### config.mk
export PLATFORM = sky130hd
export DESIGN_NAME = dmsd_debounce
export DESIGN_NICKNAME = d
export VERILOG_FILES = /design/src/rtl/core/drive_mode_sequencer_with_debounce_assert.svh /design/src/rtl/core/dmsd_pkg.sv /design/src/rtl/core/dmsd_debounce.sv
export SDC_FILE = /design/constraint.sdc
export NUM_CORES = 1
export LEC_CHECK = 0
export BUFFER_PORTS_ARGS = -buffer_cell sky130_fd_sc_hd__buf_4
export CAP_MARGIN = 20
export CELL_PAD_IN_SITES_DETAIL_PLACEMENT = 1
export CELL_PAD_IN_SITES_GLOBAL_PLACEMENT = 2
export CORE_UTILIZATION = 26
export DETAILED_ROUTE_END_ITERATION = 8
export PLACE_DENSITY = 0.83
export SYNTH_ARGS = -nofsm -noshare
export SYNTH_HDL_FRONTEND = slang
export SYNTH_SLANG_ARGS = --single-unit
### constraint.sdc
create_clock -name vclk -period 2.4
set_input_delay 0.24 -clock vclk [all_inputs]
set_output_delay 0.24 -clock vclk [all_outputs]
set_load 0.005 [all_outputs]
### src/rtl/core/drive_mode_sequencer_with_debounce_assert.svh
// ----------------------------------------------------------------------------
// Assertion macros for the drive mode sequencer
// Clocked, reset-qualified concurrent assertion helpers.
// ----------------------------------------------------------------------------
`ifndef DRIVE_MODE_SEQUENCER_WITH_DEBOUNCE_ASSERT_SVH
`define DRIVE_MODE_SEQUENCER_WITH_DEBOUNCE_ASSERT_SVH

// explicit clock and reset
`define DMSD_ASSERT_CLK(lbl, clk, rst, prop) \
   lbl: assert property (@(posedge clk) disable iff (rst) prop) \
      else $error("dmsd assertion failed");

// default clock and reset names of this block
`define DMSD_ASSERT(lbl, prop) `DMSD_ASSERT_CLK(lbl, clock, reset, prop)

`endif

### src/rtl/core/dmsd_pkg.sv
// ----------------------------------------------------------------------------
// dmsd_pkg
// Shared widths, register map and debounce cell type for the drive mode
// sequencer.
// ----------------------------------------------------------------------------
`timescale 1ns / 1ps
`default_nettype none

package dmsd_pkg;

   localparam int CNT_W    = 8;
   localparam int PUMP_W   = 3;
   localparam int LEVEL_W  = 8;
   localparam int ERRC_W   = 8;
   localparam int MODE_W   = 3;
   localparam int VISIT_W  = 5;
   localparam int SUM_W    = 32;
   localparam int SAMPLE_W = 25;
   localparam int CSR_AW   = 4;
   localparam int CSR_DW   = 32;

   localparam logic [VISIT_W-1:0] ERROR_HALT_COUNT = 5'd20;

   // register index, taken from paddr[3:2]
   localparam logic [1:0] REG_BOAT_TICKS   = 2'd0;
   localparam logic [1:0] REG_MOTOR_TICKS  = 2'd1;
   localparam logic [1:0] REG_DEADMAN_TICKS = 2'd2;
   localparam logic [1:0] REG_SAMPLE_LIMIT = 2'd3;

   localparam logic [CNT_W-1:0]    RST_DEBOUNCE_TICKS = 8'd10;
   localparam logic [SAMPLE_W-1:0] RST_SAMPLE_LIMIT   = 25'd16843009;

   // one debounced switch: on/off counters and the flag
   typedef struct packed {
      logic [CNT_W-1:0] cnt_on;
      logic [CNT_W-1:0] cnt_off;
      logic             flag;
   } dbnc_type;

endpackage

`default_nettype wire

### src/rtl/core/dmsd_debounce.sv
// ----------------------------------------------------------------------------
// dmsd_debounce
// Next-state logic of one switch debouncer with wrapping on/off counters.
// ----------------------------------------------------------------------------
`timescale 1ns / 1ps
`default_nettype none

module dmsd_debounce
   import dmsd_pkg::*;
(
   input  wire logic             pressed,
   input  wire logic [CNT_W-1:0] ticks,
   input  wire dbnc_type         cur,
   output dbnc_type              nxt
);

   always_comb begin
      nxt = cur;
      if (pressed) begin
         nxt.cnt_on = cur.cnt_on + {{(CNT_W-1){1'b0}}, 1'b1};
         if (nxt.cnt_on >= ticks) begin
            nxt.cnt_off = '0;
            nxt.flag    = 1'b1;
         end
      end else begin
         nxt.cnt_off = cur.cnt_off + {{(CNT_W-1){1'b0}}, 1'b1};
         if (nxt.cnt_off >= ticks) begin
            nxt.cnt_on = '0;
            nxt.flag   = 1'b0;
         end
      end
   end

endmodule

`default_nettype wire

==> results of run 1 <==
==> final cells by class <==
cell class / instances / area (sq um)
Multi-Input combinational cell: 107 / 1040
Fill cell: 374 / 1570
Inverter: 10 / 37.5
Timing Repair Buffer: 53 / 432
Tap cell: 44 / 55.1
==> metal layers <==
metal / wire [microns] / share of wire, % / up-vias
met4: 18 / 0.54 / 0
met3: 163 / 4.9 / 2
met1: 1340 / 40 / 517
li1: - / - / 549
met5: 0 / 0 / -
met2: 1820 / 55 / 35
==> cell usage in the layout (no fill, tap or decap), types with 4 or more instances in the layout <==
cell     netlist  layout
a22o_1         5       5
buf_4          0      45
buf_6          0       7
ha_1          18      15
inv_1         10      10
nand2_1       15      13
nand3_1        6       5
nor2b_1        5       5
xnor2_2        0       4
xor2_1         4       4
==> final timing paths <==
check	start	endpoint	slack, ns	cells after the start
setup / recovery	cur[2]	nxt[11]	-0.03	11
hold / removal	cur[14]	nxt[14]	0.79	3
==> power groups by stage <==
stage | logic (uW) | clock network (uW) | registers (uW)
after CTS | 304 | 0 | 0
after floorplan | 142 | 0 | 0
after global placement | 267 | 0 | 0
after global routing | 384 | 0 | 0
after detailed placement | 276 | 0 | 0
final | 355 | 0 | 0
==> critical path, delay by kind of cell <==
family	cells	cell delay (ns)
AO/OA/AOI/OAI	3	0.66
adder cells (fa/ha/maj)	2	0.38
buffers and inverters	3	0.39
AND/OR/NAND/NOR	3	0.51
==> logic make-up after synthesis <==
logic type / after synthesis / synth area share, %
AOI/OAI and AO/OA: 30 / 28.5
xor gates and xnor gates: 11 / 10.9
and+or+nand+nor: 45 / 26.9
buffers and inverters: 13 / 5.81
adders and majority gates: 18 / 25.5
muxes: 2 / 2.41
==> metrics by stage <==
step           hold WS [ns]  setup TNS (ns)
2_1_floorplan         0.576               0
3_3_place_gp          0.791           -1.76
3_5_place_dp          0.789           -2.66
4_1_cts               0.797          -0.159
5_1_grt               0.808          -0.744
6_report              0.794         -0.0782
==> what timing repair did <==
item / 4_1_cts / 5_1_grt
gates resized for setup: 20 / 25
buffers inserted: 1 / 1
setup endpoints to repair: 17 / 17
pin swaps: 15 / 23
endpoints found under the hold margin: 0 / 0
gates cloned: 0 / 1
==> impl_metrics.toml, run 1 <==
[die]
fp-row-count = 20
die_w_microns = 60.3
die_y_microns = 60.3
dieArea_sq_mm = 0.00363
core_sq_mm = 0.00313
start_util_pct = 28.2
io_pins = 43

[cells_and_area]
stdcell_area_sq_mm = 0.00156
antenna_cells = 0
areaGrowthSynthToFinish_pct = 76.8
clockBufferCount = 0
regArea_sq_um = 0
seq_cell_count = 0
utilization_pct = 49.9
fin_cells = 214
drive_above_1_share_pct = 48.8
final_nets = 216

[timing]
setup_viol = 7
post-route-period-util_pct = 101
rsz0062_at_grt = "true"
hold_viol = 0
worst_pin_slew_ns = 0.441
relSlewSlack_pct = 70.5
fin_crit_ns = 2.43
maxClockFrequency_mhz = 412
worst_slack_ns = -0.0285
drv_slew = 0

[placement]
placed_cell_area_sq_mm = 0.00131
dp_hpwl_microns = 2410
place_inst = 211
port_buffers = 43
dpl_worst_slack_ns = -0.182
gp_congestion = 0.769

[pwr]
power.switching_uw = 173
ir_drop_mv = 0.0859
power_leakage_uw = 0.000730
power.total_uw = 355
p_comb_share_pct = 100.0
clkPwrFrac_pct = 0
sw_frac_of_total_pct = 48.8
power_frac_seq_pct = 0
internal_power_uw = 182
power_density_mw_per_mm2 = 227

[grt]
grtUsageMet2_pct = 33.9
grt_max_degree = 24
grt_pass1_vias = 1097
grt_overflow_total = 0
grt_pass1_wl_microns = 4840
grt.met3_usage_pct = 0.433
grtUsageMet1_pct = 20.4
antenna_found_initial = 0
grt-busiest-layer = "met2"
grtUsageTotal_pct = 17.2

[drt]
wl_microns = 3340
wire_per_inst_microns = 15.6
drtPass1Iterations = 2
final_antenna_net_count = 0
drc_errors = 0
routed_via_density = 5.15
vias = 1103
drtIter0Drc = 37

[outcome]
violations = "setup timing"
status = "finished with violations"

[synth]
synth_top_area_share_pct = 25.5
ys_warn_count = 0
syn_area_sq_um = 883
yosysMostFrequentCell = "ha_1"
seq_area_frac_synth_pct = 0
synthDistinctLibCells = 35
yosysTopAreaCell = "ha_1"
synth_cells = 119
yosys-top-cells-count = "18 x ha_1, 15 x nand2_1, 10 x inv_1, 7 x xnor2_1"
synth.area.top_cells = "ha_1 25%, xnor2_1 6.9%, nand2_1 6.4%"
syn_nets = 163
syn_area_per_cell_sq_um = 7.42

[critical_path]
crit_chain = "buf_6 > ha_4 > nor2b_1 > or2_4 > ha_4 > o211ai_1 > nand2_2 > a311oi_4 > buf_6 > a221o_1 > buf_4"
max_stage_delay_ns = 0.29
cp_max_fo = 8
slowest_stage = "a311oi_4"
startpoint_type = "input port"
worstSetupPathType = "in -> out"
cp_data_arrival_time_ns = 2.19
critPathRequiredTime_ns = 2.16
crit_path_end_kind = "output pin"

[hold_path]
hold_class = "in -> out"

[flow_run]
drv_cap = 0

[clocking]
holdBufCountCts = 0
Note: power is estimated with default switching activity, not from simulation.
==> run 2: changes to the inputs <==
--- a/config.mk
+++ b/config.mk
@@ -5,13 +5,14 @@
 export SDC_FILE = /design/constraint.sdc
 export NUM_CORES = 1
 export LEC_CHECK = 0
+export ABC_AREA = 1
 export BUFFER_PORTS_ARGS = -buffer_cell sky130_fd_sc_hd__buf_4
 export CAP_MARGIN = 20
 export CELL_PAD_IN_SITES_DETAIL_PLACEMENT = 1
 export CELL_PAD_IN_SITES_GLOBAL_PLACEMENT = 2
-export CORE_UTILIZATION = 26
+export CORE_UTILIZATION = 24
 export DETAILED_ROUTE_END_ITERATION = 8
-export PLACE_DENSITY = 0.83
+export PLACE_DENSITY = 0.81
 export SYNTH_ARGS = -nofsm -noshare
 export SYNTH_HDL_FRONTEND = slang
 export SYNTH_SLANG_ARGS = --single-unit
==> impl_metrics.toml, run 2 <==
[outcome]
status = "completed"

[synth]
synth_cells = 169
synth.area.top_cells = "ha_1 23%, nand2_1 21%, inv_1 10%"
syn_area_per_cell_sq_um = 5.80
synth_top_area_share_pct = 23.0
ys_warn_count = 0
seq_area_frac_synth_pct = 0
yosysTopAreaCell = "ha_1"
yosysMostFrequentCell = "nand2_1"
syn_nets = 213
synthDistinctLibCells = 24
yosys-top-cells-count = "55 x nand2_1, 27 x inv_1, 18 x ha_1, 9 x o21ai_0"
syn_area_sq_um = 980

[flow_run]
drv_cap = 0

[grt]
grt_pass1_vias = 1173
grt_max_degree = 20
antenna_found_initial = 0
grt_overflow_total = 0
grtUsageTotal_pct = 13.8
grt_pass1_wl_microns = 4930

[drt]
drtPass1Iterations = 4
wl_microns = 2970
routed_via_density = 4.55
vias = 1174
drc_errors = 0
wire_per_inst_microns = 11.5
final_antenna_net_count = 0
drtIter0Drc = 21

[timing]
post-route-period-util_pct = 96.2
rsz0062_at_grt = "false"
fin_crit_ns = 2.31
maxClockFrequency_mhz = 433
relSlewSlack_pct = 61.3
worst_pin_slew_ns = 0.580
hold_viol = 0
setup_viol = 0
drv_slew = 0
setup-tns-final_ns = 0

[pwr]
power_density_mw_per_mm2 = 206
power_frac_seq_pct = 0
sw_frac_of_total_pct = 53.2
ir_drop_mv = 0.0716
clkPwrFrac_pct = 0
power_leakage_uw = 0.000777
power.switching_uw = 150
p_comb_share_pct = 100.0
internal_power_uw = 132

[cells_and_area]
layout_commonest_cell = "nand2_1"
utilization_pct = 36.2
antenna_cells = 0
final_nets = 256
areaGrowthSynthToFinish_pct = 40.2
final_cell_mix = "55 x nand2_1, 44 x buf_4, 27 x inv_1"
seq_cell_count = 0
clockBufferCount = 0
drive_above_1_share_pct = 31.9
regArea_sq_um = 0

[critical_path]
path_buf_inv = 3
cp_num_cells = 13
critPathRequiredTime_ns = 2.16
cp_data_arrival_time_ns = 2.07
startpoint_type = "input port"
crit_chain = "buf_4 > ha_1 > nand2_1 > nor2_1 > nand2_1 > xor2_1 > inv_2 > ha_1 > nand2_1 > o21a_1 > nand2_4 > o21ai_1 > buf_4"
cp_top_family = "adder cells"
max_stage_delay_ns = 0.27
slowest_stage = "ha_1"
cp_max_fo = 7
worstSetupPathType = "in -> out"
crit_path_end_kind = "output pin"
crit_top_cell = "nand2_1"

[die]
core_sq_mm = 0.00380
die_y_microns = 65.9
fp-row-count = 22
die_w_microns = 65.9
dieArea_sq_mm = 0.00434
start_util_pct = 25.8
io_pins = 43

[placement]
dp_hpwl_microns = 2510
port_buffers = 43
gp_congestion = 0.761

[hold_path]
whs_path_depth = 4
hold_class = "in -> out"
## run 2: logic make-up after synthesis
family	count (synthesis)	synth area share [%]
AO/OA/AOI/OAI	25	14.9
buffers and inverters	33	14.8
XOR/XNOR	8	7.15
AND/OR/NAND/NOR	85	40.1
adder cells (fa/ha/maj)	18	23.0
## run 2: final cells by class
type / instances / area [sq um]
Fill cell: 535 / 2420
Multi-Input combinational cell: 136 / 871
Timing Repair Buffer: 44 / 330
Inverter: 30 / 113
Tap cell: 48 / 60.1
## run 2: final timing paths
kind | slack [ns] | from | end
max | 0.09 | cur[1] | nxt[10]
min | 0.84 | cur[0] | nxt[0]
## run 2: metrics by stage
step	cells	area [sq um]	worst slack, ns	total power, uW	hold slack, ns
6_report	258	1370	0.0906	283	0.838
5_1_grt	258	1370	0.00139	320	0.867
4_1_cts	257	1330	0.0322	275	0.847
3_5_place_dp	257	1330	0.0489	273	0.847
3_3_place_gp	257	1330	0.101	263	0.837
2_1_floorplan	169	980	0.499	152	0.585
## run 2: timing repair
action	4_1_cts	5_1_grt
buffers inserted	0	1
hold buffers	0	0
endpoints found under the setup margin	0	11
hold endpoints to repair	0	0
resized for setup	0	13
## run 2: power groups by stage
stage | logic (uW) | registers (uW) | clock network, uW
CTS | 275 | 0 | 0
global placement | 263 | 0 | 0
detailed placement | 273 | 0 | 0
finish | 283 | 0 | 0
floorplan | 152 | 0 | 0
global route | 320 | 0 | 0
## run 2: metal layers
layer / vias up / wire length, microns / global-route usage, %
li1: 620 / - / -
met4: 0 / 0 / 0
met5: - / 0 / 0
met2: 21 / 1520 / 27.8
met1: 533 / 1350 / 17.0
met3: 0 / 97 / 0.172
==> run 3: changes to the inputs <==
--- a/config.mk
+++ b/config.mk
@@ -6,13 +6,13 @@
 export NUM_CORES = 1
 export LEC_CHECK = 0
 export ABC_AREA = 1
-export BUFFER_PORTS_ARGS = -buffer_cell sky130_fd_sc_hd__buf_4
+export BUFFER_PORTS_ARGS = -buffer_cell sky130_fd_sc_hd__clkbuf_2
 export CAP_MARGIN = 20
-export CELL_PAD_IN_SITES_DETAIL_PLACEMENT = 1
-export CELL_PAD_IN_SITES_GLOBAL_PLACEMENT = 2
-export CORE_UTILIZATION = 24
+export CELL_PAD_IN_SITES_DETAIL_PLACEMENT = 0
+export CELL_PAD_IN_SITES_GLOBAL_PLACEMENT = 1
+export CORE_UTILIZATION = 30
 export DETAILED_ROUTE_END_ITERATION = 8
-export PLACE_DENSITY = 0.81
+export PLACE_DENSITY = 0.75
 export SYNTH_ARGS = -nofsm -noshare
 export SYNTH_HDL_FRONTEND = slang
 export SYNTH_SLANG_ARGS = --single-unit
==> impl_metrics.toml, run 3 (same netlist as run 2, synthesis figures left out) <==
[outcome]
status = "completed"

[critical_path]
cp-endpoint = "nxt[16]"
crit_path_end_kind = "output pin"
worstSetupPathType = "in -> out"
slowest_stage = "ha_1"
crit_chain = "clkbuf_4 > nand3_4 > nor3_4 > nand3_1 > and2_1 > ha_1 > a21oi_2 > o21a_1 > buf_4 > nand4_1 > nand2_2 > clkbuf_2"
startpoint_type = "input port"
worstSetupStartpoint = "cur[2]"
max_stage_delay_ns = 0.29
critPathRequiredTime_ns = 2.16
cp_data_arrival_time_ns = 2.04
cp_max_fo = 3

[timing]
drv_slew = 0
setup-tns-final_ns = 0
maxClockFrequency_mhz = 439
fin_crit_ns = 2.28
hold_viol = 0
worst_pin_slew_ns = 0.531
post-route-period-util_pct = 95.0
setup_viol = 0
relSlewSlack_pct = 64.6

[pwr]
power_frac_seq_pct = 0
internal_power_uw = 108
sw_frac_of_total_pct = 56.0
power_density_mw_per_mm2 = 191
clkPwrFrac_pct = 0
power_leakage_uw = 0.000763
ir_drop_mv = 0.0803
p_comb_share_pct = 100.0
power.switching_uw = 138

[placement]
gp_congestion = 0.743
place_inst = 256
placed_cell_area_sq_mm = 0.00124
port_buffers = 43
dp_hpwl_microns = 1980

[drt]
routed_via_density = 4.25
drtPass1Iterations = 4
wire_per_inst_microns = 9.07
final_antenna_net_count = 0
vias = 1096
drc_errors = 0
drtIter0Drc = 20
wl_microns = 2340

[grt]
grt_max_degree = 19
grt_pass1_wl_microns = 3620
grt_pass1_vias = 853
antenna_found_initial = 0
grtUsageTotal_pct = 13.0
grt_overflow_total = 0

[cells_and_area]
final_cell_mix = "55 x nand2_1, 41 x clkbuf_2, 27 x inv_1"
final_nets = 260
seq_cell_count = 0
regArea_sq_um = 0
fin_cells = 258
areaGrowthSynthToFinish_pct = 31.5
drive_above_1_share_pct = 32.2
stdcell_area_sq_mm = 0.00129
antenna_cells = 0
clockBufferCount = 0
layout_commonest_cell = "nand2_1"

[die]
dieArea_sq_mm = 0.00350
die_y_microns = 59.1
die_w_microns = 59.1
start_util_pct = 31.8
fp-row-count = 20
core_sq_mm = 0.00308
io_pins = 43

[clocking]
holdBufCountCts = 0

[flow_run]
drv_cap = 0

[hold_path]
hold_class = "in -> out"
[run 3: per-layer routing]
layer	vias to the layer above	global-route usage (%)	share of wire (%)
met2	16	22.4	48
li1	626	-	-
met3	0	0	1.8
met5	-	0	0
met1	454	19.3	50
met4	0	0	0
[run 3: final cells by class]
cell class                      instances  area, sq um
Inverter                               30          113
Timing Repair Buffer                   48          258
Multi-Input combinational cell        136          863
Fill cell                             359         1790
Tap cell                               44         55.1
[run 3: how the worst min path moves through the flow]
stage,depth (start not counted),start,end
after floorplan,2,cur[6],nxt[6]
after global placement,4,cur[15],nxt[15]
after detailed placement,4,cur[15],nxt[15]
after CTS,4,cur[15],nxt[15]
after global routing,4,cur[15],nxt[15]
final,4,cur[15],nxt[15]
[run 3: what timing repair did]
| item | CTS | global route |
|---|---|---|
| buffers inserted | 0 | 2 |
| gates resized for setup | 0 | 11 |
| setup endpoints to repair | 0 | 8 |
[run 3: metrics by stage]
| step | total power [uW] | setup slack (ns) | util, % | hold WS (ns) |
|---|---|---|---|---|
| after floorplan | 152 | 0.499 | - | 0.585 |
| after global placement | 240 | 0.0978 | 40.3 | 0.792 |
| after detailed placement | 239 | 0.0958 | 40.3 | 0.793 |
| after CTS | 240 | 0.0856 | 40.3 | 0.793 |
| after global routing | 286 | -0.0261 | 41.9 | 0.818 |
| final | 246 | 0.120 | 41.9 | 0.783 |
[run 3: power groups by stage]
stage,combinational (uW),sequential [uW],clock (uW)
after detailed placement,239,0,0
after floorplan,152,0,0
after global placement,240,0,0
final,246,0,0
after global routing,286,0,0
after CTS,240,0,0
[run 3: worst max-delay path, delay by kind of cell]
kind	cells	cell delay [ns]
AOI/OAI and AO/OA	2	0.34
and+or+nand+nor	6	0.79
buffers and inverters	3	0.37
adders and majority gates	1	0.29
